File: src/rtl/core/segint_pkg.sv
// ---------------------------------------------------------------------------
// segint_pkg
// Types and constants shared by the segment intersection test.
// ---------------------------------------------------------------------------
package segint_pkg;

  // register stages from input acceptance to the output register
  localparam int SEGINT_STAGES = 4;

  // load enables of the two register stages inside a cross product unit
  typedef struct packed {
    logic mul_en;
    logic sub_en;
  } segint_xen_t;

endpackage

File: src/rtl/core/segint_cross.sv
// ---------------------------------------------------------------------------
// segint_cross
// Two-stage 2-D cross product u x v = ux*vy - uy*vx: registered products,
// then a registered subtract.
// ---------------------------------------------------------------------------
module segint_cross
  import segint_pkg::*;
#(
  parameter int DW = 17
) (
  input  logic                  clk,
  input  segint_xen_t           en,
  input  logic signed [DW-1:0]  ux,
  input  logic signed [DW-1:0]  uy,
  input  logic signed [DW-1:0]  vx,
  input  logic signed [DW-1:0]  vy,
  output logic signed [2*DW:0]  xprod
);

  localparam int PW = 2 * DW;

  logic signed [PW-1:0] ux_e, uy_e, vx_e, vy_e;
  logic signed [PW-1:0] p1_r, p2_r, p1_nxt, p2_nxt;
  logic signed [PW:0]   c_r, c_nxt;

  assign ux_e = signed'({{DW{ux[DW-1]}}, ux});
  assign uy_e = signed'({{DW{uy[DW-1]}}, uy});
  assign vx_e = signed'({{DW{vx[DW-1]}}, vx});
  assign vy_e = signed'({{DW{vy[DW-1]}}, vy});

  always_comb begin
    p1_nxt = PW'(ux_e * vy_e);
    p2_nxt = PW'(uy_e * vx_e);
    c_nxt  = signed'({p1_r[PW-1], p1_r}) - signed'({p2_r[PW-1], p2_r});
  end

  always_ff @(posedge clk) begin
    if (en.mul_en) begin
      p1_r <= p1_nxt;
      p2_r <= p2_nxt;
    end
    if (en.sub_en) begin
      c_r <= c_nxt;
    end
  end

  assign xprod = c_r;

endmodule

File: config.mk
export PLATFORM = sky130hd
export DESIGN_NAME = segint_cross
export DESIGN_NICKNAME = d
export VERILOG_FILES = /design/src/rtl/core/segint_pkg.sv /design/src/rtl/core/segint_cross.sv
export SDC_FILE = /design/constraint.sdc
export NUM_CORES = 2
export LEC_CHECK = 0
export ABC_CLOCK_PERIOD_IN_PS = 18350
export BUFFER_PORTS_ARGS = -buffer_cell sky130_fd_sc_hd__buf_2
export CORE_MARGIN = 3
export CORE_UTILIZATION = 45
export CTS_CLUSTER_SIZE = 25
export DETAILED_ROUTE_END_ITERATION = 12
export PLACE_DENSITY = 0.68
export SYNTH_ARGS = -nofsm -noshare
export SYNTH_HDL_FRONTEND = slang
export SYNTH_SLANG_ARGS = --single-unit
File: constraint.sdc
create_clock -name clk -period 18.35 [get_ports clk]
set_input_delay 0.9175 -clock clk [delete_from_list [all_inputs] [get_ports clk]]
set_output_delay 0.9175 -clock clk [all_outputs]
set_load 0.01 [all_outputs]
# Word level (Yosys, flattened, before mapping)
# Index checks and enable logic that the tools add are counted.
[totals] ff_bits=103 in_bits=71 out_inout_bits=35 word_cells=6
[op_classes] addsub=1 n_mul=2
[ops] operator="multiplier 17 x 17 -> 34 bit" count=2
[ops] operator="subtractor 34 x 34 -> 35 bit" count=1

# Longest topological paths before layout
[depth] ltp_word=1 depth_mapped=25 ltp_nobuf=23

# Worst setup path before layout
# Ideal clock, no wire load.
[synth_timing] kind="in2reg" start="input vx[8]" end="register p2_r[26], data pin" setup_ns=0.260 arrival_ns=6.655 required_time_ns=18.090 setup_slack_ns=11.435 path_stages=21 path_buffers=3 path_cell_list="clkbuf_1 -> clkbuf_1 -> nand2_1 -> fa_1 -> inv_1 -> fa_1 -> fa_1 -> fa_1 -> fa_1 -> inv_1 -> fa_1 -> inv_1 -> ha_1 -> clkbuf_1 -> a211o_1 -> o21a_1 -> o41a_1 -> or4_1 -> a31o_1 -> a21oi_2 -> xnor2_1"
[synth_between] elab_chain_cells=1
[synth_rtl] element="start: declaration" line_no="segint_cross.sv:15" source="input logic signed [DW-1:0] vx,"
[synth_rtl] element="multiplier 17 x 17 -> 34 bit" line_no="segint_cross.sv:33" source="p2_nxt = PW'(uy_e * vx_e);"
[synth_rtl] element="net p2_nxt[26]" line_no="segint_cross.sv:23" source="logic signed [PW-1:0] p1_r, p2_r, p1_nxt, p2_nxt;"
[synth_rtl] element="end signal: assignment" line_no="segint_cross.sv:40" source="p2_r <= p2_nxt;"
[synth_rtl] element="end: declaration" line_no="segint_cross.sv:23"
# The timed path passes the listed nets, and every way through them passes these cells.
# A chain may end at the register's enable or synchronous reset.

# Worst setup path in the final report
[layout_timing] start="input vx[8]" end="register p2_r[32], data pin"
# Same word-level chain as after synthesis.

==> reports/results.ini <==
[cts]
cts-root-buf=clkbuf_16
worstSkewPairLatency_ps=360
ctsResizeCount=0
cts_setup_buffers=0
htree_levels=3
cts_tree=built
clkSinkCount=103
clk_pin_slew_ps=70
cts_made_buffers=9
cts_buffer_depth=2
ctsHoldBuffers=0

[global_route]
use_met1_pct=24.1
antenna_found_initial=0
grt_pass1_vias=20200
busiest_layer=met2
met3_usage_pct=2.54
grt_pass1_wl_mm=97.5
grt_max_degree=69
track_usage_pct=19.2
use_met2_pct=34.5
gr-total-overflow=0

[sta]
finalHoldViolations=0
rsz0062_at_grt=no
hold_slack_ps=648
clock_skew_ps=9.56
tns_ps=0
setup_viol=0
maxSlewViolCount=0
finalCriticalPeriod_ps=6800
layout_setup_ws_ps=11550
max_slew_margin_pct=42.1
fmaxAchievable_mhz=147
worst_pin_slew_ps=869
period_share_pct=37.0

[setup_path]
cp-endpoint=p2_r[32]
cp.arrival_ps=6900
crit_type=in2reg
rr_startpoint=p1_r[0]
crit_chain=buf_2, nand2_1, fa_1, inv_1, fa_1, inv_1, fa_1, inv_1, fa_1, fa_1, inv_1, fa_1, inv_1, ha_1, nand4_1, nor2_1, nand4_1, a211oi_1, o41a_1, o41a_1, a21o_1, a21oi_1, xnor2_1
regToRegEndpoint=xprod[32]
crit_path_end_kind=register
cp_slowest_cell=a211oi_1
worstRegToRegCells=11
worstSetupStartpointType=input pin
rrSetupSlack_ps=15060
crit_start=vx[8]
crit_path_max_incr_delay_ps=560
crit_path_frequent_cell=fa_1
critPathMaxFanout=17
crit_required_ps=18450

[synthesis]
synth.area.top_cells=fa_1 (45%), edfxtp_1 (12%), ha_1 (9.6%), inv_1 (9.5%), and2_1 (7.0%)
syn_nets=3584
synth_edf_count=103
ys_warn_count=0
synth-main-ff-cell=edfxtp_1
synth_seq_cells=103
yosys.area.top_type=fa_1
yosysUniqueCellTypes=59
async_reset_ff_share_pct=0
ys_seq_area_share_pct=11.7
synth_cells=2716
syn_area_um2=26500
avgSynthCellArea_um2=9.74
synth_top_area_share_pct=44.9

[placement]
post-place-ws_ps=11200
dp.cells=3510
gp_congestion=0.904
io_buffers=105
hpwl_mm=47.2

[hold_path]
hold_path.class=reg2reg

[floorplanning]
start_util_pct=45.7
pin_count=106
die_x_um=248
num_rows=88
design.die.area_um2=61700
die_h_um=248
core_um2=57900

[cells_and_area]
multi_input_area_um2=20600
syn_to_final_growth_pct=5.59
final_nets=3624
drive_gt1_share_pct=4.64
register_area_um2=3090
instances_no_fill=3526
nFillCells=5418
insertedDiodeCount=0

[route]
finalWirelength_mm=56.5
vias_per_cell=5.18
vias=18300
wl_per_cell_um=16.0
route.detailed.drc=0
dr.pass1.iters=5
drt_iter0_markers=935
drt.antenna.violating_nets=0

[outcome]
outcome=finished, final reports clean

[flow_run]
max_cap_violations=0

[through the flow]
stage	utilization, %	instance area [µm²]
6_report	48.2	27900
5_1_grt	48.2	27900
4_1_cts	48.2	27900
3_5_place_dp	47.8	27700
3_3_place_gp	47.8	27700
2_1_floorplan	-	26500
[final cells by class]
type	count	share of cell area (%)
inverter	668	8.98
sequential	103	11.1
tap	765	3.43
clock buffer	10	0.820
clock inverter	6	0.179
multi-input combinational	1868	73.6
timing repair buffer	106	1.91
[critical path: cells and delay by family]
family | cells | cell delay (ps)
fa+ha+maj | 7 | 3320
buf+inv | 6 | 610
compound gates | 5 | 1240
xor+xnor | 1 | 140
simple gates | 4 | 670
[how the worst min path moves through the flow]
| stage | startpoint | to | slack, ps | depth (start not counted) |
|---|---|---|---|---|
| 4_1_cts | p2_r[0] | xprod[0] | 660 | 2 |
| 3_5_place_dp | p2_r[0] | xprod[0] | 640 | 2 |
| 6_report | p2_r[0] | xprod[0] | 650 | 2 |
| 3_3_place_gp | p2_r[0] | xprod[0] | 640 | 2 |
| 5_1_grt | p2_r[0] | xprod[0] | 690 | 2 |
| 2_1_floorplan | p2_r[0] | xprod[0] | 610 | 2 |
[flip-flops by register name (all words and copies together), names as in the netlist]
signal  cells
xprod      35
p1_r       34
p2_r       34
[cells by family (layout without fill, tap and decap cells)]
family | count (synthesis) | after routing | share of synthesized area, %
AOI/OAI and AO/OA | 243 | 243 | 6.06
buffers and inverters | 745 | 790 | 10.6
adders and majority gates | 797 | 797 | 54.5
DFF | 103 | 103 | 11.7
xor gates and xnor gates | 101 | 101 | 3.34
and+or+nand+nor | 727 | 727 | 13.8
[placed cells by master (no fill, tap or decap), types with 3 or more instances in the layout]
cell type / synthesis / final
o21bai_1: 10 / 10
a21boi_0: 4 / 4
o31ai_1: 4 / 4
nor3_1: 12 / 12
buf_2: 0 / 105
nor2b_1: 11 / 11
clkbuf_16: 0 / 9
ha_1: 204 / 204
a31oi_1: 4 / 4
o21ai_0: 41 / 41
or3_1: 4 / 4
inv_1: 668 / 668
o41a_1: 4 / 4
nand2b_1: 12 / 12
o21a_1: 13 / 13
a21oi_1: 73 / 73
nand4_1: 6 / 6
nand2_1: 284 / 284
a211oi_1: 11 / 11
inv_6: 0 / 3
and4_1: 5 / 5
o211ai_1: 4 / 4
a2111oi_0: 8 / 8
fa_1: 593 / 593
xnor2_1: 80 / 80
edfxtp_1: 103 / 103
nor2_1: 70 / 70
xor2_1: 21 / 21
nand3_1: 11 / 11
o21ai_1: 6 / 6
and3_1: 8 / 8
a31o_1: 3 / 3
and2_1: 296 / 296
a21o_1: 35 / 35
[synthesized netlist by cell type, drive strengths merged (11+ instances only)]
library cell  instances
o21ai                49
ha                  204
xor2                 21
a21o                 35
fa                  593
clkbuf               75
nand3                11
nor2b                11
edfxtp              103
nand2               284
xnor2                80
a211oi               12
inv                 668
and2                296
nor3                 12
o21a                 13
nand2b               12
nor2                 70
a21oi                74
[layer usage]
metal,vias up,wire length (µm)
li1,8224,-
met1,9449,22100
met2,454,29500
met3,126,2970
met4,0,1890
met5,-,0
Power is left out: the tool's default activity adds up to more than one toggle a clock period on the data nets, which glitch-free logic cannot reach.
